[src/design/euler_to_rotation_matrix_macros.svh]
// Assertion helpers used by the top-level RTL file.
`ifndef EULER_TO_ROTATION_MATRIX_MACROS_SVH
`define EULER_TO_ROTATION_MATRIX_MACROS_SVH

// Checked on every edge except while reset is high.
`define E2R_ASSERT(lbl, clk, rst, prop, msg) \
   lbl: assert property (@(posedge clk) disable iff (rst) prop) else $error(msg);

// Checked on every edge, reset included.
`define E2R_ASSERT_ALWAYS(lbl, clk, prop, msg) \
   lbl: assert property (@(posedge clk) prop) else $error(msg);

`endif

[src/design/e2r_pkg.sv]
package e2r_pkg;

   // default sizes
   localparam int ANGLE_BITS_DEF   = 16;
   localparam int COEF_BITS_DEF    = 16;
   localparam int CORDIC_STEPS_DEF = 16;

   // internal datapath: Q30 values, 32-bit angle unit (2^31 = pi)
   localparam int DW   = 32;
   localparam int FRAC = 30;
   localparam int MAT_N = 9;

   // CORDIC start vector: inverse of the limit gain, in Q30
   localparam logic signed [DW-1:0] GAIN_Q30 = 32'sd652032875;
   localparam logic signed [DW-1:0] QUARTER  = 32'sd1073741824;

   // atan(2^-i) in the 32-bit angle unit
   localparam logic signed [DW-1:0] ATAN_TAB [32] = '{
      32'sd536870912, 32'sd316933406, 32'sd167458907, 32'sd85004756,
      32'sd42667331,  32'sd21354465,  32'sd10679838,  32'sd5340245,
      32'sd2670163,   32'sd1335087,   32'sd667544,    32'sd333772,
      32'sd166886,    32'sd83443,     32'sd41722,     32'sd20861,
      32'sd10430,     32'sd5215,      32'sd2608,      32'sd1304,
      32'sd652,       32'sd326,       32'sd163,       32'sd81,
      32'sd41,        32'sd20,        32'sd10,        32'sd5,
      32'sd3,         32'sd1,         32'sd1,         32'sd0
   };

   // matrix element positions in the result word
   localparam int R00 = 0;
   localparam int R01 = 1;
   localparam int R02 = 2;
   localparam int R10 = 3;
   localparam int R11 = 4;
   localparam int R12 = 5;
   localparam int R20 = 6;
   localparam int R21 = 7;
   localparam int R22 = 8;

endpackage

[src/design/e2r_cordic_lane.sv]
module e2r_cordic_lane #(
   parameter int ANGLE_BITS   = e2r_pkg::ANGLE_BITS_DEF,
   parameter int CORDIC_STEPS = e2r_pkg::CORDIC_STEPS_DEF
) (
   input  logic                              clock,
   input  logic                              en,
   input  logic        [ANGLE_BITS-1:0]      angle,
   output logic signed [e2r_pkg::DW-1:0]     sin_q,
   output logic signed [e2r_pkg::DW-1:0]     cos_q
);
   localparam int UP = e2r_pkg::DW - ANGLE_BITS;

   logic        [e2r_pkg::DW-1:0] ang_u;
   logic signed [e2r_pkg::DW-1:0] ang_s;
   logic                          big;
   logic        [e2r_pkg::DW-1:0] ang_r;

   logic signed [e2r_pkg::DW-1:0] x_ff [CORDIC_STEPS];
   logic signed [e2r_pkg::DW-1:0] y_ff [CORDIC_STEPS];
   logic signed [e2r_pkg::DW-1:0] z_ff [CORDIC_STEPS];
   logic                          flip_ff [CORDIC_STEPS];

   // scale to the 32-bit angle unit, fold outer half-plane by pi
   always_comb begin
      ang_u = e2r_pkg::DW'(angle) << UP;
      ang_s = signed'(ang_u);
      big   = (ang_s > e2r_pkg::QUARTER) || (ang_s < -e2r_pkg::QUARTER);
      ang_r = big ? {~ang_u[e2r_pkg::DW-1], ang_u[e2r_pkg::DW-2:0]} : ang_u;
   end

   for (genvar s = 0; s < CORDIC_STEPS; s++) begin : g_step
      logic signed [e2r_pkg::DW-1:0] xi, yi, zi;
      logic                          fi;
      logic signed [e2r_pkg::DW-1:0] x_in, y_in, z_in;

      if (s == 0) begin : g_first
         assign xi = e2r_pkg::GAIN_Q30;
         assign yi = '0;
         assign zi = signed'(ang_r);
         assign fi = big;
      end else begin : g_next
         assign xi = x_ff[s-1];
         assign yi = y_ff[s-1];
         assign zi = z_ff[s-1];
         assign fi = flip_ff[s-1];
      end

      always_comb begin
         if (zi >= 0) begin
            x_in = xi - (yi >>> s);
            y_in = yi + (xi >>> s);
            z_in = zi - e2r_pkg::ATAN_TAB[s];
         end else begin
            x_in = xi + (yi >>> s);
            y_in = yi - (xi >>> s);
            z_in = zi + e2r_pkg::ATAN_TAB[s];
         end
      end

      always_ff @(posedge clock) begin
         if (en) begin
            x_ff[s]    <= x_in;
            y_ff[s]    <= y_in;
            z_ff[s]    <= z_in;
            flip_ff[s] <= fi;
         end
      end
   end

   assign sin_q = flip_ff[CORDIC_STEPS-1] ? -y_ff[CORDIC_STEPS-1] : y_ff[CORDIC_STEPS-1];
   assign cos_q = flip_ff[CORDIC_STEPS-1] ? -x_ff[CORDIC_STEPS-1] : x_ff[CORDIC_STEPS-1];

endmodule

[config.mk]
export PLATFORM = sky130hd
export DESIGN_NAME = e2r_cordic_lane
export DESIGN_NICKNAME = d
export VERILOG_FILES = /design/src/design/euler_to_rotation_matrix_macros.svh /design/src/design/e2r_pkg.sv /design/src/design/e2r_cordic_lane.sv
export SDC_FILE = /design/constraint.sdc
export NUM_CORES = 2
export LEC_CHECK = 0
export ABC_AREA = 0
export ABC_CLOCK_PERIOD_IN_PS = 4950
export CORE_ASPECT_RATIO = 0.7
export CORE_MARGIN = 2
export CORE_UTILIZATION = 30
export CTS_BUF_LIST = sky130_fd_sc_hd__clkbuf_16
export DETAILED_ROUTE_END_ITERATION = 6
export DONT_BUFFER_PORTS = 1
export PLACE_DENSITY = 0.44
export SLEW_MARGIN = 20
export SYNTH_ARGS = -nofsm -noshare
export SYNTH_HDL_FRONTEND = slang
export SYNTH_SLANG_ARGS = --single-unit
[constraint.sdc]
create_clock -name clock -period 4.95 [get_ports clock]
set_input_delay 0 -clock clock [delete_from_list [all_inputs] [get_ports clock]]
set_output_delay 0 -clock clock [all_outputs]
set_load 0.02 [all_outputs]
==> run_results.csv <==
group,metric,value,unit
finish,fin_area,134000,µm²
floorplanning,dieWidth,747,µm
synth,synth_top_area_share,35.7,%
critical_path,worstPathArrival,5.49,ns
sta,period_share,99.5,%
sta,rsz0062_at_grt,"true",
route,via_per_inst,5.20,
global_routing,grt_pass1_vias,89300,
finish,drive_above_1_share,10.1,%
route,drc,2,
sta,period_needed,4.92,ns
global_routing,grt_max_degree,226,
route,drtIter0Drc,6687,
synth,syn_area,116000,µm²
clocking,clk_latency,0.87,ns
status,outcome,"finished, violations left",
clocking,htreeDepth,4,
clocking,cts.path.max_buffers,4,
finish,layout.cells.non_filler,17900,
worst_hold_path,hold_class,"primary input to flop",
floorplanning,dieHeight,524,µm
sta,final-max-slew-violation-count,0,
sta,setup_slack,0.0256,ns
route,vias,93300,
floorplanning,dieArea,391000,µm²
synth,ys.flop_type,"edfxtp_1",
synth,synthTopCellsByArea,"edfxtp_1 (36%), ha_1 (14%), xnor2_1 (8.7%)",
job,cap_violations,0,
route,drt_first_pass_iters,7,
global_routing,overflow,0,
synth,seq_area_frac_synth,35.7,%
route,wl_per_cell,19.2,µm
critical_path,end_kind,"flop",
place,post_dp_cell_area,127000,µm²
synth,synth_top_area_cell,"edfxtp_1",
finish,fillCellCount,38700,
synth,synthArstFlopShare,0,%
sta,setup_viol,0,
clocking,cts_tree,"built",
finish,nets,14100,
finish,area_growth,15.8,%
critical_path,cp-start-kind,"flop",
global_routing,antenna_found_initial,7,
sta,finalHoldViolCount,0,
global_routing,grt_usage,17.0,%
clocking,clock-root-buffer,"clkbuf_16",
route,drt-total-wl,344000,µm
place,port_buffers,0,
clocking,clkTransAtPathRegs,0.06,ns
sta,hold_slack,0.128,ns
place,place_congestion,0.887,
synth,synthDistinctLibCells,91,
synth,synthCells,12000,
critical_path,criticalPathCategory,"flop to flop",
floorplanning,num_io_pins,82,
floorplanning,start_util,30.2,%
sta,fmax,203,MHz
sta,fin_skew,0.0691,ns
synth,avgSynthCellArea,9.66,µm²
route,ant_nets,0,
place,dp.cells,17600,
critical_path,cp.required,5.52,ns
critical_path,cp_max_fo,3,
place,hpwl,276000,µm
global_routing,grt_pass1_wl,533000,µm
synth,yosys_warnings,0,
place,pre_cts_ws,-0.270,ns
clocking,clock_sinks,1376,
floorplanning,rows,190,
clocking,cts_buffers,173,
synth,synth_seq_cells,1376,
status,violations,"DRC",
sta,worst_pin_slew,1.13,ns
synth,synth-edff-count,1376,
sta,timing.slew.headroom,24.7,%
floorplanning,core,383000,µm²
worst paths after layout:
path            startpoint       endpoint  slack, ns  cells past startpoint
max           x_ff[0][199]   y_ff[0][255]       0.03                     18
min                     en   y_ff[0][252]       0.13                      1
max reg2reg   x_ff[0][199]   y_ff[0][255]       0.03                     18
min reg2reg  flip_ff[0][5]  flip_ff[0][6]       0.39                      0
layer usage:
layer	part of all wire (%)	vias up	GRT usage, %
li1	-	46200	-
met1	53	44900	26.7
met5	0.0038	-	0
met3	4.7	295	2.05
met4	1.6	2	2.92
met2	41	1905	24.9
cell usage in the layout, fill, tap and decap left out, drive strengths merged, types with 65 or more instances in the layout:
cell    instances
clkinv         65
xnor2        1156
and3           78
nand2b        255
a31oi          86
buf           732
inv           492
nand3         191
nor2b         194
nor2          779
nand2         754
a21o          565
ha           1302
o41ai         100
nor3          193
o21a          225
a211oi         83
o21ai         840
a21oi        1033
edfxtp       1376
or3           165
o21bai        152
xor2          607
clkbuf        176
o31ai         228
nand4         108
or4            98
flip-flops by register name (all words and copies together) (netlist names):
register and cells:
z_ff 407, flip_ff 16, y_ff 481, x_ff 472
worst max-delay path: stages, from the launching register on:
cell      delay (ns)
edfxtp_1        0.39
or3_4           0.43
or3b_4          0.40
or4_4           0.45
or3_4           0.36
or3_4           0.37
or4_4           0.45
nand3_4         0.12
o21ai_4         0.08
ha_4            0.22
nor2b_4         0.12
o21ai_2         0.11
nand2b_1        0.08
a21o_1          0.19
a221o_1         0.34
a21o_1          0.20
a21oi_2         0.14
o21ai_2         0.07
xnor2_1         0.12
what timing repair did:
action	in CTS	in global routing
setup endpoints to repair	26	139
pin swaps	9	44
buffers inserted	3	45
resized for setup	27	249
hold endpoints to repair	111	0
hold buffers	32	0
synth_stat cells (all sizes together) (16+ instances only):
| cell type | number |
|---|---|
| a2111oi | 28 |
| a211o | 25 |
| a211oi | 83 |
| a21boi | 49 |
| a21o | 565 |
| a21oi | 1033 |
| a221o | 17 |
| a221oi | 25 |
| a31o | 31 |
| a31oi | 86 |
| a41oi | 19 |
| and2 | 62 |
| and3 | 78 |
| and4 | 28 |
| buf | 20 |
| clkbuf | 190 |
| edfxtp | 1376 |
| fa | 40 |
| ha | 1302 |
| inv | 455 |
| mux2i | 34 |
| nand2 | 754 |
| nand2b | 255 |
| nand3 | 191 |
| nand4 | 108 |
| nor2 | 779 |
| nor2b | 194 |
| nor3 | 193 |
| nor4 | 56 |
| o2111ai | 25 |
| o211ai | 50 |
| o21a | 225 |
| o21ai | 840 |
| o21bai | 152 |
| o22ai | 16 |
| o31a | 18 |
| o31ai | 228 |
| o41ai | 100 |
| or2 | 58 |
| or3 | 165 |
| or4 | 98 |
| xnor2 | 1156 |
| xor2 | 607 |
final cells by class:
type / count / area, µm² / area share (%)
timing repair buffer: 764 / 6170 / 4.60
tap: 5088 / 6370 / 4.75
inverter: 460 / 1730 / 1.29
sequential: 1376 / 41300 / 30.8
multi-input combinational: 9946 / 73100 / 54.5
clock buffer: 176 / 4400 / 3.28
clock inverter: 122 / 1030 / 0.769
antenna: 3 / 7.51 / 0.00560
through the flow:
step	util [%]	TNS, ns
floorplan	-	0
global placement	33.0	-1.56
detailed placement	33.1	-1.24
CTS	34.6	-0.251
global route	35.0	-0.352
finish	35.0	0
kinds of logic after synthesis:
logic type | after synthesis | synth area share (%)
AOI/OAI and AO/OA | 3716 | 20.5
and+or+nand+nor | 3083 | 13.2
xor gates and xnor gates | 1764 | 13.4
DFF | 1376 | 35.7
adders and majority gates | 1342 | 14.8
buffers and inverters | 670 | 2.18
muxes | 35 | 0.304
other | 1 | 0.00324
Power is not shown: default switching activity piles up to over one toggle a cycle in this logic, so the estimate is an artifact.
