**config.mk**
```make
export PLATFORM = sky130hd
export DESIGN_NAME = e2r_out_buf_flat
export DESIGN_NICKNAME = d
export VERILOG_FILES = /design/src/design/euler_to_rotation_matrix_macros.svh /design/src/design/e2r_pkg.sv /design/src/design/e2r_rsp_if.sv /design/src/design/e2r_out_buf.sv /design/src/flat_wrapper.sv
export SDC_FILE = /design/constraint.sdc
export NUM_CORES = 1
export LEC_CHECK = 0
export ABC_AREA = 1
export BUFFER_PORTS_ARGS = -buffer_cell sky130_fd_sc_hd__buf_2
export CORE_MARGIN = 2
export CORE_UTILIZATION = 47
export CTS_CLUSTER_SIZE = 8
export DETAILED_ROUTE_END_ITERATION = 8
export HOLD_SLACK_MARGIN = 0.03
export PLACE_DENSITY = 0.81
export SLEW_MARGIN = 20
export SYNTH_ARGS = -nofsm -noshare
export SYNTH_HDL_FRONTEND = slang
export SYNTH_SLANG_ARGS = --single-unit
```
**constraint.sdc**
```tcl
create_clock -name clock -period 4.3 [get_ports clock]
set_clock_uncertainty 0.05 [all_clocks]
set_input_delay 0.215 -clock clock [delete_from_list [all_inputs] [get_ports clock]]
set_output_delay 0.215 -clock clock [all_outputs]
set_load 0.005 [all_outputs]
```
**src/design/euler_to_rotation_matrix_macros.svh**
```systemverilog
// Assertion helpers used by the top-level RTL file.
`ifndef EULER_TO_ROTATION_MATRIX_MACROS_SVH
`define EULER_TO_ROTATION_MATRIX_MACROS_SVH

// Checked on every edge except while reset is high.
`define E2R_ASSERT(lbl, clk, rst, prop, msg) \
   lbl: assert property (@(posedge clk) disable iff (rst) prop) else $error(msg);

// Checked on every edge, reset included.
`define E2R_ASSERT_ALWAYS(lbl, clk, prop, msg) \
   lbl: assert property (@(posedge clk) prop) else $error(msg);

`endif

```
**src/design/e2r_pkg.sv**
```systemverilog
package e2r_pkg;

   // default sizes
   localparam int ANGLE_BITS_DEF   = 16;
   localparam int COEF_BITS_DEF    = 16;
   localparam int CORDIC_STEPS_DEF = 16;

   // internal datapath: Q30 values, 32-bit angle unit (2^31 = pi)
   localparam int DW   = 32;
   localparam int FRAC = 30;
   localparam int MAT_N = 9;

   // CORDIC start vector: inverse of the limit gain, in Q30
   localparam logic signed [DW-1:0] GAIN_Q30 = 32'sd652032875;
   localparam logic signed [DW-1:0] QUARTER  = 32'sd1073741824;

   // atan(2^-i) in the 32-bit angle unit
   localparam logic signed [DW-1:0] ATAN_TAB [32] = '{
      32'sd536870912, 32'sd316933406, 32'sd167458907, 32'sd85004756,
      32'sd42667331,  32'sd21354465,  32'sd10679838,  32'sd5340245,
      32'sd2670163,   32'sd1335087,   32'sd667544,    32'sd333772,
      32'sd166886,    32'sd83443,     32'sd41722,     32'sd20861,
      32'sd10430,     32'sd5215,      32'sd2608,      32'sd1304,
      32'sd652,       32'sd326,       32'sd163,       32'sd81,
      32'sd41,        32'sd20,        32'sd10,        32'sd5,
      32'sd3,         32'sd1,         32'sd1,         32'sd0
   };

   // matrix element positions in the result word
   localparam int R00 = 0;
   localparam int R01 = 1;
   localparam int R02 = 2;
   localparam int R10 = 3;
   localparam int R11 = 4;
   localparam int R12 = 5;
   localparam int R20 = 6;
   localparam int R21 = 7;
   localparam int R22 = 8;

endpackage

```
**src/design/e2r_rsp_if.sv**
```systemverilog
interface e2r_rsp_if #(
   parameter int COEF_BITS = e2r_pkg::COEF_BITS_DEF
);
   logic                        valid;
   logic                        ready;
   logic signed [COEF_BITS-1:0] r00;
   logic signed [COEF_BITS-1:0] r01;
   logic signed [COEF_BITS-1:0] r02;
   logic signed [COEF_BITS-1:0] r10;
   logic signed [COEF_BITS-1:0] r11;
   logic signed [COEF_BITS-1:0] r12;
   logic signed [COEF_BITS-1:0] r20;
   logic signed [COEF_BITS-1:0] r21;
   logic signed [COEF_BITS-1:0] r22;

   modport source (output valid, output r00, output r01, output r02,
                   output r10, output r11, output r12, output r20,
                   output r21, output r22, input ready);
   modport sink   (input valid, input r00, input r01, input r02,
                   input r10, input r11, input r12, input r20,
                   input r21, input r22, output ready);
endinterface

```
**src/design/e2r_out_buf.sv**
```systemverilog
module e2r_out_buf #(
   parameter int COEF_BITS = e2r_pkg::COEF_BITS_DEF
) (
   input  logic                                     clock,
   input  logic                                     reset,
   input  logic                                     push,
   input  logic [e2r_pkg::MAT_N-1:0][COEF_BITS-1:0] mat,
   output logic                                     room,
   e2r_rsp_if.source                                rsp_ch
);
   logic [e2r_pkg::MAT_N-1:0][COEF_BITS-1:0] mem_ff [2];
   logic       wr_ff, wr_in;
   logic       rd_ff, rd_in;
   logic [1:0] cnt_ff, cnt_in;
   logic       pop;
   logic [e2r_pkg::MAT_N-1:0][COEF_BITS-1:0] head;

   assign pop  = rsp_ch.valid && rsp_ch.ready;
   assign room = (cnt_ff != 2'd2);

   always_comb begin
      wr_in  = wr_ff ^ push;
      rd_in  = rd_ff ^ pop;
      cnt_in = cnt_ff + 2'(push) - 2'(pop);
   end

   always_ff @(posedge clock) begin
      if (reset) begin
         wr_ff  <= 1'b0;
         rd_ff  <= 1'b0;
         cnt_ff <= 2'd0;
      end else begin
         wr_ff  <= wr_in;
         rd_ff  <= rd_in;
         cnt_ff <= cnt_in;
      end
   end

   always_ff @(posedge clock) begin
      if (push) begin
         mem_ff[wr_ff] <= mat;
      end
   end

   assign head         = mem_ff[rd_ff];
   assign rsp_ch.valid = (cnt_ff != 2'd0);
   assign rsp_ch.r00   = head[e2r_pkg::R00];
   assign rsp_ch.r01   = head[e2r_pkg::R01];
   assign rsp_ch.r02   = head[e2r_pkg::R02];
   assign rsp_ch.r10   = head[e2r_pkg::R10];
   assign rsp_ch.r11   = head[e2r_pkg::R11];
   assign rsp_ch.r12   = head[e2r_pkg::R12];
   assign rsp_ch.r20   = head[e2r_pkg::R20];
   assign rsp_ch.r21   = head[e2r_pkg::R21];
   assign rsp_ch.r22   = head[e2r_pkg::R22];

endmodule

```
**src/flat_wrapper.sv**
```systemverilog
// flat-port wrapper written by rule: the top's interface ports become plain ports
module e2r_out_buf_flat 
#(
   parameter int COEF_BITS = e2r_pkg::COEF_BITS_DEF
)
  (clock, reset, push, mat, room, rsp_ch_valid, rsp_ch_r00, rsp_ch_r01, rsp_ch_r02, rsp_ch_r10, rsp_ch_r11, rsp_ch_r12, rsp_ch_r20, rsp_ch_r21, rsp_ch_r22, rsp_ch_ready);
  e2r_rsp_if #(.COEF_BITS(COEF_BITS)) rsp_ch_i ();
  input  logic clock;
  input  logic reset;
  input  logic push;
  input  logic [e2r_pkg::MAT_N-1:0][COEF_BITS-1:0] mat;
  output logic room;
  output wire logic [$bits(rsp_ch_i.valid)-1:0] rsp_ch_valid;
  output wire logic [$bits(rsp_ch_i.r00)-1:0] rsp_ch_r00;
  output wire logic [$bits(rsp_ch_i.r01)-1:0] rsp_ch_r01;
  output wire logic [$bits(rsp_ch_i.r02)-1:0] rsp_ch_r02;
  output wire logic [$bits(rsp_ch_i.r10)-1:0] rsp_ch_r10;
  output wire logic [$bits(rsp_ch_i.r11)-1:0] rsp_ch_r11;
  output wire logic [$bits(rsp_ch_i.r12)-1:0] rsp_ch_r12;
  output wire logic [$bits(rsp_ch_i.r20)-1:0] rsp_ch_r20;
  output wire logic [$bits(rsp_ch_i.r21)-1:0] rsp_ch_r21;
  output wire logic [$bits(rsp_ch_i.r22)-1:0] rsp_ch_r22;
  input wire logic [$bits(rsp_ch_i.ready)-1:0] rsp_ch_ready;
  assign rsp_ch_valid = rsp_ch_i.valid;
  assign rsp_ch_r00 = rsp_ch_i.r00;
  assign rsp_ch_r01 = rsp_ch_i.r01;
  assign rsp_ch_r02 = rsp_ch_i.r02;
  assign rsp_ch_r10 = rsp_ch_i.r10;
  assign rsp_ch_r11 = rsp_ch_i.r11;
  assign rsp_ch_r12 = rsp_ch_i.r12;
  assign rsp_ch_r20 = rsp_ch_i.r20;
  assign rsp_ch_r21 = rsp_ch_i.r21;
  assign rsp_ch_r22 = rsp_ch_i.r22;
  assign rsp_ch_i.ready = rsp_ch_ready;
  e2r_out_buf #(.COEF_BITS(COEF_BITS)) u_core (.clock(clock), .reset(reset), .push(push), .mat(mat), .room(room), .rsp_ch(rsp_ch_i));
endmodule
```
==> results.cfg <==
[worst_setup_path]
reg2regPathDepth = 3
r2r_setup_slack_ps = 2470
r2r_start = u_core.wr_ff$_SDFF_PP0_
cpMaxStageDelayCell = buf_12
crit_type = reg -> out
arrival_ps = 2120
cp_max_fo = 146
worst-path-buf-inv = 2
start_kind = flip-flop
max_stage_delay_ps = 550
path_cells = buf_12, mux2_2, buf_2
timing.rr.end = u_core.mem_ff[0][94]$_DFFE_PP_
crit_family = buffers and inverters
critPathRequiredTime_ps = 4030
cp-end-kind = primary output

[sta]
finalSetupViolCount = 0
slew_viol_final = 0
worstMarginPinSlew_ps = 838
final_hold_viol_count = 0
fin_ws_ps = 1910
max_slew_margin_pct = 44.1
rsz0062_at_grt = no
fin_crit_sh_pct = 55.5
fmax_mhz = 419
finalSetupTns_ps = 0
min_period_ps = 2390

[floorplan]
io_pins = 294
rows = 55
die_w_um = 155
die_h_um = 155
coreArea_um2 = 22500
start_util_pct = 47.5
die_area_um2 = 24000

[final_layout]
num_antenna_cells = 0
drive_gt1_share_pct = 50.9
fin_area_um2 = 15000
fin_nets = 1104
areaGrowthSynthToFinish_pct = 40.5

[routing]
ant_nets = 0
initialDrtViolationCount = 257
vias_per_cell = 4.93
wl_per_cell_um = 18.2
finalWirelength_um = 22700
via_count = 6140
first_pass_iters = 4
drc = 0

[clock_network]
clk_path_buf_depth = 3
clock_latency_ps = 500
ctsResizeCount = 0
cts_tree = built
clock-sinks = 292
clkSlewWorstSetupHoldPaths_ps = 50
cts_buffers = 42
h-tree-depth = 2
clockRootBuffer = clkbuf_16

[placed_design]
dp_hpwl_um = 12400
place_area_um2 = 12400
port-buffer-count = 293
pre_cts_ws_ps = 2470
place.gp.congestion = 0.756

[synthesis]
synth_warnings = 0
yosysUniqueCellTypes = 11
synth_top_family_by_area = multiplexers
synthTopCellsByArea = edfxtp_1 (81%), mux2_2 (15%), clkbuf_8 (1.3%)
yosysTopAreaCell = edfxtp_1
ys_ff_latch = 292
synthCells = 480
synthAdderAreaFrac_pct = 0.468
avgSynthCellArea_um2 = 22.3
synth_area_um2 = 10700
synth-simple-area-share_pct = 0.550
synth_compound_area_share_pct = 0.0468
synth_nets = 632
yosysSeqAreaShare_pct = 81.6
yosysTopAreaCellShare_pct = 80.8
synth_xor_area_share_pct = 0
synth_mux_area_share_pct = 15.2

[worst_hold_path]
worstHoldPathType = in -> reg
hold_end = u_core.cnt_ff[0]$_SDFF_PP0_
holdCritStartpoint = push
min_path_cells = 4

[pwr]
ir_drop_uv = 408
p_per_area_nw_per_um2 = 503
p_leak_nw = 5.72

[global_route]
grt_pass1_wl_um = 34200
antenna_found_initial = 0
grt_max_degree = 147
grt_pass1_vias = 6650
track_usage_pct = 18.1
grt-ovfl-total = 0

[status]
status = finished clean

[run]
drv_cap = 0
[logic make-up (layout without fill, tap and decap cells)]
group,count (synthesis),in the layout
adder cells (fa/ha/maj),4,4
AO/OA/AOI/OAI,1,1
buffers and inverters,24,505
AND/OR/NAND/NOR,15,15
multiplexers,144,144
flip-flops,292,292
[routing by layer]
metal  share of wire [%]  wire (µm)  vias to the layer above  track usage, %
met4                 2.5        575                        0            6.75
met1                  38       8640                     2995            21.0
met2                  52      11900                      260            32.0
li1                    -          -                     2838               -
met3                 7.0       1600                       47            5.49
met5                   0          0                        -               0
[registers in the layout (all words and copies together), names as in the netlist]
name	flops
u_core.wr_ff	1
u_core.rd_ff	1
u_core.mem_ff	288
u_core.cnt_ff	2
[metrics by stage]
stage	util (%)	hold WS [ps]	std cells	total power [mW]
after CTS	66.8	74.1	1246	7.61
after floorplan	-	232	480	4.19
after global placement	55.2	352	1046	4.58
final	66.8	136	1246	7.56
after detailed placement	55.2	356	1046	4.61
after global routing	66.8	154	1246	7.85
[layout by cell type (no fill, tap or decap)]
master / count
dfxtp_4: 1
nand2_1: 6
buf_4: 1
buf_2: 293
edfxtp_1: 288
a21oi_1: 1
ha_4: 2
dfxtp_1: 3
inv_6: 1
bufinv_16: 1
ha_1: 2
dlygate4sd3_1: 147
inv_1: 8
mux2_2: 144
clkbuf_16: 43
buf_12: 3
clkbuf_1: 8
nand3_1: 2
nor2_1: 7
[cells in the mapped netlist (all sizes together)]
cell / number
nand2: 6
nand3: 2
clkbuf: 10
ha: 4
nor2: 7
a21oi: 1
dfxtp: 4
edfxtp: 288
inv: 8
buf: 6
mux2: 144
[power by group]
group | total, mW | switching [mW] | internal (mW)
Combinational | 1.29 | 0.600 | 0.691
Clock | 2.88 | 1.05 | 1.83
Sequential | 3.39 | 0.0465 | 3.34
[how the worst max path moves through the flow]
stage | end | start | slack (ps) | cells after the start
2_1_floorplan | u_core.mem_ff[0][0]$_DFFE_PP_ | u_core.wr_ff$_SDFF_PP0_ | 30 | 2
3_3_place_gp | rsp_ch_r00[3] | u_core.rd_ff$_SDFF_PP0_ | 2480 | 3
3_5_place_dp | rsp_ch_r00[3] | u_core.rd_ff$_SDFF_PP0_ | 2470 | 3
4_1_cts | rsp_ch_r00[3] | u_core.rd_ff$_SDFF_PP0_ | 1930 | 3
5_1_grt | rsp_ch_r10[9] | u_core.rd_ff$_SDFF_PP0_ | 1840 | 3
6_report | rsp_ch_r20[1] | u_core.rd_ff$_SDFF_PP0_ | 1910 | 3
[cell type report]
class / count / area (µm²)
flip-flops and latches: 292 / 8730
fillers: 1433 / 7470
repair buffers: 444 / 3010
multi-input cells: 164 / 1760
clock buffers: 51 / 1110
well taps: 285 / 357
clock inverters: 2 / 38.8
inverters: 8 / 30.0
[worst reg2reg max path: stages, from the launching register on]
cell	delay (ps)
dfxtp_1	330
inv_1	90
ha_4	370
buf_4	570
[repair_timing]
item                                   4_1_cts  5_1_grt
buffers inserted                             0        0
hold buffers                               147        0
endpoints found under the hold margin      292        0
Note: power is estimated with default switching activity, not from simulation.
